## src/hw/rtl/laers_pkg.sv

```systemverilog
package laers_pkg;

  // Command codes carried in tuser of the input stream.
  localparam logic [1:0] CMD_LOSS = 2'd0;
  localparam logic [1:0] CMD_RTX  = 2'd1;
  localparam logic [1:0] CMD_TICK = 2'd2;
  localparam logic [1:0] CMD_BW   = 2'd3;

  // Field widths of the streams.
  localparam int LOSS_W = 7;
  localparam int RTX_W  = 16;
  localparam int BW_W   = 20;
  localparam int PROT_W = 6;
  localparam int ENC_W  = 20;
  localparam int ACC_W  = 32;
  localparam int KBPS_W = 26;
  localparam int PROD_W = 27;

  // Fixed arithmetic constants.
  localparam int PCT_SCALE    = 100;
  localparam int PROT_CAP     = 50;
  localparam int AVG_CAP      = 25;

  // Reciprocals for the two fixed divisions. Bytes * 8 / 1000 equals bytes / 125, taken
  // as (bytes * TICK_RECIP) >> TICK_SHIFT, exact for every 32-bit count. The percentage
  // scaling is (product * PCT_RECIP) >> PCT_SHIFT, exact for every product below 2**27.
  localparam int TICK_RECIP_W = 32;
  localparam int TICK_SHIFT   = 38;
  localparam logic [TICK_RECIP_W-1:0] TICK_RECIP = 32'h83126E98;
  localparam int PCT_RECIP_W  = 26;
  localparam int PCT_SHIFT    = 32;
  localparam logic [PCT_RECIP_W-1:0] PCT_RECIP = 26'd42949673;

  // Serial divider for the window average.
  localparam int DIV_N_W  = 32;
  localparam int DIV_D_W  = 9;
  localparam int NBITS_W  = 6;

  typedef logic [DIV_N_W-1:0] div_num_t;
  typedef logic [DIV_D_W-1:0] div_den_t;
  typedef logic [NBITS_W-1:0] div_nbits_t;

  typedef struct packed {
    logic       start;
    div_num_t   num;
    div_den_t   den;
    div_nbits_t nbits;
  } div_req_t;

  typedef struct packed {
    logic     done;
    div_num_t quot;
  } div_rsp_t;

endpackage

```

## src/hw/rtl/laers_div.sv

```systemverilog
module laers_div (
  input  logic                clk,
  input  logic                rst,
  input  laers_pkg::div_req_t req,
  output laers_pkg::div_rsp_t rsp
);

  // Restoring divider, one quotient bit per cycle. The dividend is aligned to
  // the top of the shift register so that only nbits steps are needed.
  logic                         busy;
  logic                         done;
  logic [laers_pkg::NBITS_W-1:0] left;
  laers_pkg::div_num_t          quo;
  laers_pkg::div_den_t          rem;
  laers_pkg::div_den_t          den;
  logic [laers_pkg::DIV_D_W:0]  trial;
  logic                         ge;
  logic [laers_pkg::NBITS_W-1:0] align;

  assign trial = {rem, quo[laers_pkg::DIV_N_W-1]};
  assign ge    = trial >= {1'b0, den};
  assign align = laers_pkg::NBITS_W'(laers_pkg::DIV_N_W) - req.nbits;

  always_ff @(posedge clk) begin
    if (rst) begin
      busy <= 1'b0;
      done <= 1'b0;
      left <= '0;
    end else begin
      done <= 1'b0;
      if (req.start) begin
        busy <= 1'b1;
        left <= req.nbits;
        quo  <= req.num << align;
        rem  <= '0;
        den  <= req.den;
      end else if (busy) begin
        quo  <= {quo[laers_pkg::DIV_N_W-2:0], ge};
        rem  <= ge ? laers_pkg::div_den_t'(trial - {1'b0, den})
                   : trial[laers_pkg::DIV_D_W-1:0];
        left <= left - 1'b1;
        if (left == laers_pkg::NBITS_W'(1)) begin
          busy <= 1'b0;
          done <= 1'b1;
        end
      end
    end
  end

  assign rsp.done = done;
  assign rsp.quot = quo;

endmodule

```

## config.mk

```make
export PLATFORM = sky130hd
export DESIGN_NAME = laers_div
export DESIGN_NICKNAME = d
export VERILOG_FILES = /design/src/hw/rtl/laers_pkg.sv /design/src/hw/rtl/laers_div.sv
export SDC_FILE = /design/constraint.sdc
export NUM_CORES = 1
export LEC_CHECK = 0
export BUFFER_PORTS_ARGS = -buffer_cell sky130_fd_sc_hd__buf_2
export CAP_MARGIN = 0
export CORE_ASPECT_RATIO = 1.2
export CORE_MARGIN = 2
export CORE_UTILIZATION = 43
export CTS_CLUSTER_SIZE = 20
export DETAILED_ROUTE_END_ITERATION = 16
export PLACE_DENSITY = 0.67
export SYNTH_ARGS = -nofsm -noshare
export SYNTH_HDL_FRONTEND = slang
export SYNTH_SLANG_ARGS = --single-unit
```

## constraint.sdc

```tcl
create_clock -name clk -period 3.07 [get_ports clk]
set_clock_uncertainty 0.1 [all_clocks]
set_input_delay 0.4605 -clock clk [delete_from_list [all_inputs] [get_ports clk]]
set_output_delay 0.4605 -clock clk [all_outputs]
set_load 0.1 [all_outputs]
```

## Word-level counts from Yosys, hierarchy flattened

Cells that the tools add are included.

- Register bits: 58
- Input port bits: 50
- Output and inout bits: 33
- Word-level logic and storage cells: 28

- Add/subtract/negate cells: 3
- Magnitude comparators: 1
- Eq/ne operators: 1
- Shift-type cells: 1
- Muxes and demuxes: 10
- Bitwise logic cells: 2
- Reduce and logical (&&, ||, !) cells: 4

Operators with widths:

| kind | number |
|---|---|
| $mux W32 | 2 |
| $shl A32 B6 Y32 | 1 |
| $mux W9 | 2 |
| $mux W6 | 2 |
| $ge A10 B9 Y1 | 1 |
| $sub A9 B9 Y9 | 1 |
| $eq A6 B1 Y1 const B | 1 |
| $sub A6 B1 Y6 const B | 1 |
| $sub A6 B6 Y6 const A | 1 |
| $mux W1 | 4 |
| $reduce_and A2 Y1 | 2 |
| $reduce_or A3 Y1 | 1 |
| $not A1 Y1 | 2 |
| $reduce_bool A2 Y1 | 1 |

## Depth between registers and ports, before layout

- Depth in word-level cells: 4
- Mapped depth: 13
- Gate-level depth less buffers: 10

## Least setup slack after synthesis

OpenSTA, ideal clock, no wires.

- Path type: input-to-reg
- From: input req[47] (netlist name)
- To: register quo[0] (enable)
- Library setup time: 0.439 ns
- Arrival time: 2.438 ns
- Required time: 2.531 ns
- Path slack: 0.093 ns
- Cell stages on the path: 3
- Buffers on the path: 1
- Cell sequence: buf_2 nor2_1 nor2_1

- Longest elaborated chain between the ends: 2

Ends and longest elaborated chain:

| what | RTL line | source |
|---|---|---|
| start, declared | laers_div.sv:4 | `input laers_pkg::div_req_t req,` |
| $reduce_bool A2 Y1 (no line) | -- |  |
| $reduce_and A2 Y1 (no line) | -- |  |
| end signal, assigned | laers_div.sv:34 | `quo <= req.num << align;` |
| end signal, assigned | laers_div.sv:38 | `quo <= {quo[laers_pkg::DIV_N_W-2:0], ge};` |
| end, declared | laers_div.sv:13 | `laers_pkg::div_num_t quo;` |

No other way between the ends.
A chain may end at the register's enable or synchronous reset.

## Worst setup path after layout

- From: register quo[31]
- To: register rem[7] (data pin)

- Longest elaborated chain between the ends: 3
- Elaborated cells on any way between the ends: 4
- Classes of those cells: 1 x add/sub; 1 x order compare; 2 x mux

Ends and longest elaborated chain:

| what | RTL line | source |
|---|---|---|
| $sub A9 B9 Y9 or $ge A10 B9 Y1 (tied branches) | laers_div.sv:39, laers_div.sv:21 |  |
| $mux W9 * | laers_div.sv:39 | `rem <= ge ? laers_pkg::div_den_t'(trial - {1'b0, den})` |
| $mux W9 * | laers_div.sv:37 | `end else if (busy) begin` |
| end signal, assigned | laers_div.sv:39 |  |
| end, declared | laers_div.sv:14 | `laers_pkg::div_den_t rem;` |

Every way passes the cells marked *; elsewhere a longest branch is shown, timed or not. The select of a mux whose other input is x is not followed.

==> impl_metrics.csv <==
group,metric,value,unit
layout,instances_no_fill,649,
flow_run,drv_cap,0,
cts,clk_latency,320,ps
sta,tightest_slew,1010,ps
layout,nets,583,
routing,vias,3783,
synthesis,syn_inst,445,
sta,period_minus_slack,2750,ps
pwr,design_power_total,2.77,mW
sta,setup_violations,0,
sta,rsz0062_at_grt,"no",
synthesis,synth_edf_count,50,
routing,wire_per_inst,17.8,um
critical_path,cp-start-kind,"flip-flop",
placement,place_hpwl,8960,um
synthesis,synthMuxAreaShare,17.8,%
synthesis,yosys.area_share.simple,15.3,%
cts,cts_tree,"built",
placement,portBuffers,82,
synthesis,synth_seq_cells,58,
placement,placed_cell_area,4890,sq um
die,die-area,11000,sq um
layout,fill_cells,925,
layout,final_area,5140,sq um
cts,clock_path_buffers,2,
routing,vias_per_cell,5.83,
cts,cts_root_buf,"clkbuf_16",
synthesis,synth_cell_types,62,
synthesis,netlist_area,4390,sq um
cts,cts-htree-levels,3,
global_route,antenna_found_initial,0,
layout,multiInputGateArea,2480,sq um
critical_path,critPathMaxFanout,9,
die,initial_core_util,44.1,%
pwr,p_leak,2.14,nW
critical_path,cp-end-kind,"flip-flop",
pwr,power.density,540,nW/um^2
critical_path,critPathKind,"reg2reg",
critical_path,cp_slowest_cell,"edfxtp_1",
routing,final_antenna_net_count,0,
layout,syn2layout_area_growth,17.0,%
global_route,grt-ovfl-total,0,
synthesis,synth_compound_area_share,16.2,%
cts,clock_sinks,58,
sta,slew_violations,0,
pwr,vdd_drop_max,0.202,mV
sta,clock.fmax,364,MHz
outcome,status,"finished, final reports clean",
synthesis,synthArstFlopShare,0,%
critical_path,slowest_delay,420,ps
die,die_w,96.2,um
die,die_h,115,um
sta,finalSetupTns,0,ps
layout,final_util,51.6,%
critical_path,crit_chain,"inv_1 > ha_1 > inv_1 > fa_1 > nand3_1 > a21oi_1 > o31a_1 > or2_0 > o21ai_0 > a21oi_1",
die,io_pins,83,
sta,slew_headroom,32.4,%
die,coreArea,9960,sq um
cts,ctsResizeCount,0,
cts,cts-buffers-inserted,9,
placement,dp.cells,635,
synthesis,synth_ff_type,"edfxtp_1",
sta,finalHoldViolCount,0,
synthesis,syn_area_per_cell,9.87,sq um
global_route,grt_pass1_vias,3608,
synthesis,synth_top_family_by_area,"multiplexers",
synthesis,synth_xor_area_share,2.94,%
critical_path,crit_required,3030,ps
synthesis,synth_nets,508,
routing,drtIter0Drc,303,
synthesis,synth_fa_ha_area_share,3.88,%
critical_path,crit_buf_inv,2,
global_route,grt_max_degree,42,
layout,register_area,1660,sq um
global_route,grt_pass1_wl,17900,um
die,placementRows,40,
layout,layout-drive-gt1-share,23.7,%
critical_path,critPathTopFamily,"compound AO/OA/AOI/OAI gates",
synthesis,ys_seq_area_share,37.8,%
cts,cts_hold_buf,0,
placement,globalplace.congestion,0.894,
synthesis,ys_warn_count,0,
hold_path,holdCritPathClass,"in2reg",
layout,num_antenna_cells,0,
cts,path_clk_slew,50,ps
routing,drc,0,
routing,wirelength,11600,um
sta,fin_crit_sh,89.5,%
global_route,grtUsageTotal,21.5,%
routing,drtPass1Iterations,5,
critical_path,arrival,2710,ps
cts,postCtsSetupBuffers,0,
## area by class of cell
type                    instances  share of cell area [%]
inverters                      22                    1.61
repair buffers                 94                    9.99
flip-flops and latches         58                    32.4
well taps                     126                    3.07
clock inverters                 1                  0.0731
multi-input cells             335                    48.2
clock buffers                  13                    4.68
## through the flow
| step | hold slack, ps | setup slack (ps) |
|---|---|---|
| global route | 200 | 173 |
| floorplan | 444 | 92.8 |
| global placement | 437 | 176 |
| CTS | 206 | 311 |
| detailed placement | 436 | 162 |
| finish | 212 | 322 |
## power by group
part           total (mW)  switching, mW  internal, mW
logic               0.943          0.646         0.298
registers           0.981         0.0412         0.940
clock network       0.848          0.315         0.533
total                2.77           1.00          1.77
## routing by layer
layer | routed length (um) | part of all wire [%] | vias up | GRT usage, %
met1 | 4820 | 42 | 1777 | 27.7
met5 | 0 | 0 | - | 0
met3 | 758 | 6.6 | 25 | 4.81
li1 | - | - | 1812 | -
met2 | 5640 | 49 | 169 | 34.6
met4 | 337 | 2.9 | 0 | 8.95
## flip-flops by register name, summed over array words and instances, names as in the netlist
signal / cells
busy: 1
den: 9
done: 1
left: 6
quo: 32
rem: 9
## cells in the mapped netlist (4+ instances only)
master | instances | area (sq um)
clkbuf_1 | 10 | 37.5
o221ai_1 | 11 | 96.3
edfxtp_1 | 50 | 1500
o21ai_0 | 15 | 75.1
nand2_1 | 52 | 195
ha_1 | 12 | 150
a31oi_1 | 5 | 31.3
nor2_1 | 60 | 225
a21oi_1 | 21 | 105
xnor2_1 | 8 | 70.1
dfxtp_1 | 8 | 160
a222oi_1 | 4 | 40.0
o2bb2ai_1 | 15 | 131
o21ai_1 | 7 | 35.0
a211oi_1 | 7 | 52.6
mux4_2 | 8 | 180
buf_2 | 10 | 50.1
mux4_1 | 6 | 158
nor3_1 | 7 | 35.0
inv_1 | 22 | 82.6
mux2i_1 | 41 | 410
nand3_1 | 6 | 30.0
## cells by family (layout without fill, tap and decap cells)
| group | count (synthesis) | in the layout |
|---|---|---|
| and+or+nand+nor | 150 | 150 |
| buffers and inverters | 52 | 130 |
| muxes | 58 | 58 |
| adders and majority gates | 13 | 13 |
| AOI/OAI and AO/OA | 101 | 101 |
| xor gates and xnor gates | 13 | 13 |
| DFF | 58 | 58 |
## layout by cell type, fill, tap and decap left out, drive strengths merged, types with 5 or more instances in the layout
master	n
clkbuf	13
mux2i	41
nand3	7
nor2	61
o2bb2ai	15
nand2	52
a21oi	22
a211oi	7
inv	22
nor3	8
ha	12
o21ai	22
o221ai	12
xnor2	9
mux4	14
edfxtp	50
dfxtp	8
buf	94
a31oi	5
## final timing paths
| kind | start | to | slack, ps | cells past startpoint |
|---|---|---|---|---|
| max | quo[31] | rem[7] | 320 | 10 |
| min | req[11] | den[5] | 210 | 1 |
| max reg2reg | quo[31] | rem[7] | 320 | 10 |
| min reg2reg | quo[3] | quo[4] | 450 | 1 |
Note: power is estimated with default switching activity, not from simulation.
