**src/hw/rtl/laers_ram.sv**
```systemverilog
module laers_ram #(
  parameter int WIDTH = 8,
  parameter int DEPTH = 16,
  localparam int AW = (DEPTH > 1) ? $clog2(DEPTH) : 1
) (
  input  logic             clk,
  input  logic             we,
  input  logic [AW-1:0]    waddr,
  input  logic [WIDTH-1:0] wdata,
  input  logic [AW-1:0]    raddr,
  output logic [WIDTH-1:0] rdata
);

  logic [WIDTH-1:0] mem [0:DEPTH-1];

  always_ff @(posedge clk) begin
    if (we) begin
      mem[waddr] <= wdata;
    end
    rdata <= mem[raddr];
  end

endmodule

```
**config.mk**
```make
export PLATFORM = sky130hd
export DESIGN_NAME = laers_ram
export DESIGN_NICKNAME = d
export VERILOG_FILES = /design/src/hw/rtl/laers_ram.sv
export SDC_FILE = /design/constraint.sdc
export NUM_CORES = 1
export LEC_CHECK = 0
export BUFFER_PORTS_ARGS = -buffer_cell sky130_fd_sc_hd__buf_2
export CAP_MARGIN = 0
export CORE_MARGIN = 2
export CORE_UTILIZATION = 50
export CTS_CLUSTER_SIZE = 10
export DETAILED_ROUTE_END_ITERATION = 8
export PLACE_DENSITY_LB_ADDON = 0.1
export SLEW_MARGIN = 0
export SYNTH_ARGS = -nofsm -noshare
export SYNTH_HDL_FRONTEND = slang
export SYNTH_SLANG_ARGS = --single-unit
```
**constraint.sdc**
```tcl
create_clock -name clk -period 2.4 [get_ports clk]
set_input_delay 0.48 -clock clk [delete_from_list [all_inputs] [get_ports clk]]
set_output_delay 0.48 -clock clk [all_outputs]
set_load 0.005 [all_outputs]
```
-- Yosys cells after proc, flatten, opt, wreduce, memory -nomap -nowiden
Memories as Yosys holds them, arrays and structs flattened. A register that Yosys moved wholly into a read port is not among the register bits.
Cells that the tools add are included.
- register bits: 0
- bits in latches: 0
- memory bits (writable): 128
- memory bits (read-only): 0
- output and inout port bits: 8
- word-level logic and storage cells: 3
- memories: 1
- memories (name ; words ; width ; read ports ; clocked after memory_dff ; write ports ; line ; RTL):
    mem ; 16 ; 8 ; 1 ; 1 ; 1 ; 14 ; logic [WIDTH-1:0] mem [0:DEPTH-1];
- $add $sub $neg: 0
- multiply operators: 0
- divide/modulo/power cells: 0
- $lt $le $gt $ge: 0
- eq/ne operators: 0
- shifts and indexed selects: 0
- mux-type cells: 2
- bitwise logic cells: 0
- reductions and logical operators: 0
- operator list (kind ; number):
    $mux W1 ; 2

-- Longest topological paths before layout
Gate-level depths: netlist of run 1.
- depth after elaboration: 2
- mapped depth: 5

-- Worst setup path before layout of run 1
OpenSTA, ideal clock, no wires.
- path type: input-to-reg
- from: input port waddr[2]
- to: memory mem[0][0], enable pin
- library setup time: 0.383 ns
- arrival: 1.590 ns
- setup slack: 0.427 ns
- stages: 2
- path buffers: 0
- path through: or3b_2 nor3_1
- RTL lines (element ; line ; RTL):
    from (decl) ; 8 ; input logic [AW-1:0] waddr,
    to (decl) ; 14 ;
No word-level cell before the write port.

==> impl_metrics.yaml, run 1 <==
placed_design:
  dp_cells: 401
  dp_hpwl_um: 6017
  gp_congestion: 0.7475
  io_buffers: 25
  postPlaceCellArea_sq_um: 5539
logic_synthesis:
  ys.flop_type: "edfxtp_1"
  synth.area.top_cells: "edfxtp_1 (75%), mux4_2 (7.9%), mux4_1 (7.1%)"
  syn_inst: 229
  ys_ff_latch: 136
  synth_top_cell_area_share: 0.7467
  synth_area_sq_um: 5147
  synth.most_common_cell: "edfxtp_1"
  synth_edf_count: 128
  synth_area_leader_cell: "edfxtp_1"
  avgSynthCellArea_sq_um: 22.48
  synth_nets: 247
  yosys-top-cells-count: "edfxtp_1 (128), mux4_2 (18), a22oi_1 (16)"
  ys_async_sr_fraction: 0
  synthDistinctLibCells: 19
  yosysWarnings: 0
  ys_seq_area_frac: 0.7778
global_routing:
  grt_pass1_wl_um: 14590
  grt_max_degree: 33
  antenna_found_initial: 0
  grt_usage: 0.1841
  grt-ovfl-total: 0
  grt_pass1_vias: 2497
setup_path:
  ff2ff_path_depth: 3
  critPathTopFamily: "multiplexers"
  slowest_stage: "mux4_1"
  critical_path_class: "input pin to flop"
  worst-path-buf-inv: 2
  required_ps: 2790
  reg2reg_setup_slack_ps: 1000
  startpoint_type: "input pin"
  cp.arrival_ps: 1960
  crit_path_cell_trace: "buf_2 > buf_12 > mux4_1 > a22oi_1 > nand2_1"
  endpoint_kind: "flop"
  critPathMaxFanout: 18
  worst_path_largest_cell_delay_ps: 600
  path_depth: 5
clock_network:
  cts_root_buf: "clkbuf_8"
  cts_htree_levels: 4
  post-cts-setup-buffer-count: 0
  cts_sinks: 136
  clkLatencyLatePin_ps: 500
  cts_tree: "built"
  ctsHoldBuffers: 0
  clockBufferDepth: 2
  cts_buffers: 17
  cts_resized: 0
  clk_pin_slew_ps: 60
drt:
  totalWireLength_um: 9297
  initialDrtViolationCount: 101
  ant_nets: 0
  wl_met1_um: 4442
  top_layer: "met4"
  detail_route.wl_per_cell_um: 21.47
  dr_total_vias: 2395
  route.met3.wl_um: 278
  remaining_drc_errors: 0
  dr.pass1.iters: 4
  viasPerCell: 5.531
  wl_met2_um: 4507
timing:
  slew_violations: 0
  skew_ps: 9.327
  setup_tns_ps: 0
  whs_ps: 359.7
  setup_viol: 0
  hold_viol_final: 0
  rsz0062_at_grt: "false"
  slew_headroom: 0.6396
  period_share: 0.6555
  tightest_slew_ps: 538.5
  fmax_ghz: 0.6356
  period_needed_ps: 1573
power:
  finalPower_mw: 5.580
  power_density_nw_per_um2: 905.2
  irDropWorstVdd_uv: 609.7
  power_leakage_nw: 2.116
finish:
  antenna_cells: 0
  syn_to_final_growth_pct: 19.76
  nNetsFinal: 302
  final_cell_count_no_fill: 433
  post-route-cell-area_sq_um: 6165
  layout-drive-gt1-share: 0.3266
die:
  coreArea_sq_um: 10140
  start_util: 0.5077
  io_pins: 26
  rows: 37
  dieArea_sq_um: 11120
  fp.dieH_um: 105.5
  fp.dieW_um: 105.5
min_path:
  hold_depth: 1
  hold_class: "input pin to flop"
run:
  maxCapViolations: 0
outcome:
  status: "complete, no violations"
[kinds of logic after synthesis]
group,count (synthesis),share of synthesized area
flops,136,0.7778
simple gates,35,0.03184
mux,32,0.1502
compound gates,16,0.02334
buf+inv,10,0.01677
[power by group]
part	switching [mW]	internal, mW
Sequential	0.0149	2.66
Clock	0.945	1.72
Combinational	0.134	0.108
[worst reg2reg max path, delay by kind of cell (launching register included)]
kind / cells / cell delay [ps]
compound gates: 1 / 320
flops: 1 / 380
simple gates: 1 / 80
mux: 1 / 510
[through the flow]
step	worst slack (ps)	util
floorplan	427.1	-
detailed placement	297.5	0.5463
global route	801.8	0.6080
CTS	836.8	0.6080
global placement	337.9	0.5463
finish	826.7	0.6080
[path summary, 6_finish.rpt]
check,start,endpoint
max,raddr[0],rdata[0]
min,wdata[7],mem[8][7]
max reg2reg,mem[8][1],rdata[1]
min reg2reg,mem[8][4],rdata[4]
[registers in the layout, summed over array words and instances, names as in the netlist]
name / count
rdata: 8
mem: 128
[cell usage in the layout (no fill, tap or decap)]
cell / count
nand3b_1: 2
inv_6: 2
nor2_1: 13
clkinv_2: 2
mux4_2: 18
and2b_1: 1
bufinv_16: 4
clkbuf_8: 2
nor3_1: 4
buf_12: 2
mux4_1: 14
a22oi_1: 16
nor2b_1: 1
and2_1: 1
or3b_2: 1
nand3_1: 1
nand2b_1: 2
edfxtp_1: 128
clkbuf_16: 16
clkinv_4: 4
buf_2: 25
buf_4: 19
clkinvlp_4: 2
dfxtp_1: 8
nand2_1: 9
[routing by layer]
layer | vias up | track usage
met2 | 54 | 0.2820
met4 | 0 | 0.06286
li1 | 1085 | -
met1 | 1249 | 0.2649
met5 | - | 0
met3 | 7 | 0.04082
[cell type report]
| class | count | area [sq um] |
|---|---|---|
| repair buffers | 46 | 307.8 |
| multi-input cells | 83 | 1057 |
| well taps | 136 | 170.2 |
| clock inverters | 14 | 197.7 |
| fillers | 714 | 3974 |
| clock buffers | 18 | 427.9 |
| flip-flops and latches | 136 | 4004 |
Note: power is estimated with default switching activity, not from simulation.
==> inputs of run 2 (changes only) <==
==> constraint.sdc (replaced) <==
create_clock -name clk -period 1.5 [get_ports clk]
set_input_delay 0.3 -clock clk [delete_from_list [all_inputs] [get_ports clk]]
set_output_delay 0.3 -clock clk [all_outputs]
set_load 0.005 [all_outputs]
==> run 2 against run 1 <==
- die area did not move
- non-clock buffer count rose by 9
- hold slack got worse by 190 ps
- setup slack got worse by 700 ps
- clock skew fell by 1.8 ps
- global-route usage barely moved
- utilization rose by 1.5 points
- clock power rose by 78%
- routed wire length fell by 1.1%
- register-to-register slack got worse by 870 ps
- largest power group is now the clock network
==> impl_metrics.yaml, run 2 (same netlist as run 1, synthesis figures left out) <==
finish:
  nNetsFinal: 311
  final_cell_count_no_fill: 442
  fill_cells: 716
  largest_register: "mem"
  post-route-cell-area_sq_um: 6316
  syn_to_final_growth_pct: 22.70
  final_cell_mix: "edfxtp_1 (128), buf_4 (27), buf_2 (25)"
  largest_register_ffs: 128
  top_regs: "mem (128), rdata (8)"
  antenna_cells: 0
  layout_commonest_cell: "edfxtp_1"
  layout-drive-gt1-share: 0.3464
drt:
  detail_route.wl_per_cell_um: 20.81
  totalWireLength_um: 9197
  viasPerCell: 5.446
  ant_nets: 0
  remaining_drc_errors: 0
  initialDrtViolationCount: 138
  dr.pass1.iters: 4
  dr_total_vias: 2407
timing:
  period_share: 0.9163
  slew_violations: 0
  hold_viol_final: 0
  rsz0062_at_grt: "false"
  period_needed_ps: 1374
  setup_ws_ps: 125.5
  setup_tns_ps: 0
  tightest_slew_ps: 792.2
  fmax_ghz: 0.7276
  slew_headroom: 0.4708
  setup_viol: 0
  skew_ps: 7.528
placed_design:
  io_buffers: 25
  postPlaceCellArea_sq_um: 5624
  gp_congestion: 0.7766
  pre_cts_ws_ps: -259.1
  dp_hpwl_um: 6167
  dp_cells: 410
power:
  p_clk_frac: 0.504
  finalPower_mw: 9.436
  p_sw_frac: 0.1810
  switchingPower_mw: 1.708
  power_density_nw_per_um2: 1494
  power_frac_comb: 0.043
  power_leakage_nw: 2.192
  p_int_mw: 7.728
  irDropWorstVdd_uv: 807.2
  pwr-share-seq: 0.453
die:
  io_pins: 26
  dieArea_sq_um: 11120
  coreArea_sq_um: 10140
  fp.dieW_um: 105.5
  fp.dieH_um: 105.5
  rows: 37
  start_util: 0.5077
setup_path:
  critPathTopFamily: "multiplexers"
  required_ps: 1900
  reg2reg_setup_slack_ps: 130
  startpoint_type: "flop"
  critPathMaxFanout: 1
  critical_path_class: "flop to flop"
  worst-path-buf-inv: 0
  worst_path_largest_cell_delay_ps: 550
  slowest_stage: "mux4_1"
  endpoint_kind: "flop"
  crit_path_cell_trace: "mux4_1 > a22oi_1 > nand2_1"
  cp.arrival_ps: 1770
clock_network:
  clkLatencyLatePin_ps: 510
  cts_htree_levels: 4
  clk_pin_slew_ps: 60
  cts_buffers: 17
  cts_resized: 0
  cts_tree: "built"
  cts_root_buf: "clkbuf_8"
  post-cts-setup-buffer-count: 0
  cts_sinks: 136
  ctsHoldBuffers: 0
  clockBufferDepth: 2
run:
  maxCapViolations: 0
global_routing:
  antenna_found_initial: 0
  grt_pass1_vias: 2507
  grt_max_degree: 17
  grt-ovfl-total: 0
  grt_pass1_wl_um: 14320
  grt_usage: 0.1843
outcome:
  status: "complete, no violations"
min_path:
  hold_class: "input pin to flop"
-- run 2: cell types whose count changed in the layout (fill, tap and decap cells not counted), sizes merged --
cell | previous run | this run
buf | 46 | 55
clkbuf | 18 | 20
bufinv | 4 | 7
clkinvlp | 2 | 3
inv | 2 | 0
clkinv | 6 | 2
-- run 2: metrics by stage --
stage / util / hold slack [ps]
floorplan: - / 398.9
CTS: 0.6230 / 141.4
finish: 0.6230 / 169.5
global route: 0.6230 / 154.4
global placement: 0.5547 / 651.4
detailed placement: 0.5547 / 654.5
-- run 2: power by group through the flow --
stage	Clock, mW	Sequential [mW]	Combinational (mW)
global route	5.01	4.28	0.438
global placement	0	4.35	0.402
finish	4.76	4.27	0.404
detailed placement	0	4.35	0.410
floorplan	0	4.35	0.216
CTS	4.84	4.27	0.411
-- run 2: path summary, 6_finish.rpt --
| check | startpoint | endpoint | cells past startpoint |
|---|---|---|---|
| worst max-delay path | mem[5][2] | rdata[2] | 3 |
| worst min-delay path | wdata[6] | mem[1][6] | 1 |
| worst max register to register | mem[5][2] | rdata[2] | 3 |
| worst min register to register | mem[15][2] | rdata[2] | 3 |
-- run 2: worst register-to-register path: cells and delay by family, from the launching register on --
| kind | cells | cell delay [ps] |
|---|---|---|
| compound gates | 1 | 270 |
| flops | 1 | 360 |
| mux | 1 | 550 |
| simple gates | 1 | 80 |
-- run 2: metal layers --
| layer | vias to the layer above | GRT usage | wire, um |
|---|---|---|---|
| met1 | 1234 | 0.2531 | 4303 |
| met2 | 56 | 0.2802 | 4394 |
| met3 | 14 | 0.04515 | 334 |
| li1 | 1103 | - | - |
| met5 | - | 0 | 0 |
| met4 | 0 | 0.08857 | 165 |
-- run 2: cell type report --
class                   instances  area [sq um]  share of cell area
repair buffers                 55         387.9             0.06141
flip-flops and latches        136          4004              0.6339
clock buffers                  20         445.4             0.07052
multi-input cells              83          1062              0.1682
well taps                     136         170.2             0.02694
clock inverters                12         246.5             0.03903
==> inputs of run 3 (changes only) <==
--- a/config.mk
+++ b/config.mk
@@ -7,7 +7,6 @@
 export LEC_CHECK = 0
 export BUFFER_PORTS_ARGS = -buffer_cell sky130_fd_sc_hd__buf_2
 export CAP_MARGIN = 0
-export CORE_MARGIN = 2
 export CORE_UTILIZATION = 50
 export CTS_CLUSTER_SIZE = 10
 export DETAILED_ROUTE_END_ITERATION = 8
==> run 3 against run 2 <==
- maximum frequency decreased by 2.1%
- combinational power increased by 3%
- power decreased by 8.6%
- utilization increased by 1.1 points
- cell area decreased by 0.97%
- critical endpoint is now rdata[4]
- flip-flop and latch count unchanged
- clock power decreased by 17%
- register-to-register slack got worse by 30 ps
- routed wire length increased by 6.0%
- final cell count increased by 0.90%
- setup slack got worse by 30 ps
==> impl_metrics.yaml, run 3 (same netlist as run 1, synthesis figures left out) <==
outcome:
  status: "complete, no violations"
min_path:
  hold_class: "input pin to flop"
clock_network:
  cts_buffers: 17
  cts_tree: "built"
  post-cts-setup-buffer-count: 0
  clockBufferDepth: 2
  clkLatencyLatePin_ps: 510
  cts_resized: 0
  cts_sinks: 136
  clk_pin_slew_ps: 60
  cts_root_buf: "clkbuf_8"
  cts_htree_levels: 4
  ctsHoldBuffers: 0
power:
  irDropWorstVdd_uv: 679.9
  pwr-share-seq: 0.496
  power_leakage_nw: 2.161
  switchingPower_mw: 1.801
  p_int_mw: 6.822
  power_density_nw_per_um2: 1379
  p_clk_frac: 0.456
  power_frac_comb: 0.048
  p_sw_frac: 0.2088
timing:
  tightest_slew_ps: 770.3
  hold_viol_final: 0
  slew_violations: 0
  slew_headroom: 0.4846
  setup_tns_ps: 0
  setup_viol: 0
  period_share: 0.9363
  fmax_ghz: 0.7120
  rsz0062_at_grt: "false"
  period_needed_ps: 1404
  skew_ps: 8.281
global_routing:
  grt_pass1_vias: 2559
  grt-ovfl-total: 0
  grt_usage: 0.2058
  grt_pass1_wl_um: 14690
  grt_max_degree: 18
  antenna_found_initial: 0
finish:
  antenna_cells: 0
  register_area_sq_um: 4004
  largest_register: "mem"
  syn_to_final_growth_pct: 21.51
  layout_commonest_cell: "edfxtp_1"
  largest_register_ffs: 128
  multi_input_area_sq_um: 1062
  post-route-cell-area_sq_um: 6255
  final_cell_mix: "edfxtp_1 (128), buf_4 (33), buf_2 (25)"
  final_cell_count_no_fill: 446
  layout-drive-gt1-share: 0.3578
  nNetsFinal: 318
  fill_cells: 685
  top_regs: "mem (128), rdata (8)"
drt:
  detail_route.wl_per_cell_um: 21.86
  totalWireLength_um: 9750
  remaining_drc_errors: 0
  initialDrtViolationCount: 133
  dr.pass1.iters: 4
  viasPerCell: 5.587
  ant_nets: 0
  dr_total_vias: 2492
run:
  maxCapViolations: 0
die:
  rows: 36
  fp.dieH_um: 103.5
  io_pins: 26
  coreArea_sq_um: 9864
  start_util: 0.5218
  dieArea_sq_um: 10710
  fp.dieW_um: 103.5
placed_design:
  dp_hpwl_um: 6528
  io_buffers: 25
  gp_congestion: 0.7460
  postPlaceCellArea_sq_um: 5685
  dp_cells: 414
setup_path:
  slowest_stage: "mux4_1"
  crit_path_cell_trace: "mux4_1 > a22oi_1 > nand2_1"
  startpoint_type: "flop"
  critPathMaxFanout: 1
  cp.arrival_ps: 1780
  worst_path_largest_cell_delay_ps: 520
  endpoint_kind: "flop"
  critical_path_class: "flop to flop"
  required_ps: 1880
run 3: changes by cell type in the layout (fill, tap and decap cells not counted), sizes merged:
cell	delta
inv	+3
clkinvlp	+4
bufinv	-5
buf	+7
clkinv	-1
clkbuf	-1
run 3: power groups by stage:
stage                     Combinational [mW]  Sequential (mW)  Clock (mW)
after floorplan                        0.216             4.35           0
after global placement                 0.414             4.35           0
after detailed placement               0.422             4.35           0
after CTS                              0.424             4.28        3.98
after global routing                   0.455             4.28        4.15
final                                  0.416             4.27        3.93
run 3: metal layers:
metal	vias up	part of all wire	routed length, um	track usage
met5	-	0	0	0
met4	0	0.0061	59	0.06826
met3	6	0.061	596	0.04704
met2	79	0.49	4769	0.3255
met1	1290	0.44	4323	0.2863
li1	1117	-	-	-
run 3: final cells by class:
type,instances,area share
clock buffers,19,0.06741
well taps,133,0.02661
flip-flops and latches,136,0.6401
clock inverters,13,0.02360
multi-input cells,83,0.1698
repair buffers,62,0.07241
run 3: critical path, delay by kind of cell, from the launching register on:
kind | cells | cell delay, ps
flip-flops | 1 | 360
multiplexers | 1 | 520
AND/OR/NAND/NOR | 1 | 90
AO/OA/AOI/OAI | 1 | 300
run 3: path summary, 6_finish.rpt:
kind         startpoint         to  slack, ps  cells past startpoint
max           mem[9][4]   rdata[4]        100                      3
min            wdata[7]  mem[9][7]        180                      1
max reg2reg   mem[9][4]   rdata[4]        100                      3
min reg2reg  mem[15][7]   rdata[7]        670                      3
run 3: metrics by stage:
| step | utilization | power (mW) | hold WS, ps | worst slack [ps] |
|---|---|---|---|---|
| floorplan | - | 4.563 | 398.9 | -66.15 |
| finish | 0.6341 | 8.623 | 179.7 | 95.52 |
| detailed placement | 0.5764 | 4.775 | 662.8 | -230.7 |
| global placement | 0.5764 | 4.765 | 652.5 | -204.3 |
| CTS | 0.6341 | 8.679 | 158.8 | 111.0 |
| global route | 0.6341 | 8.883 | 164.6 | 31.75 |
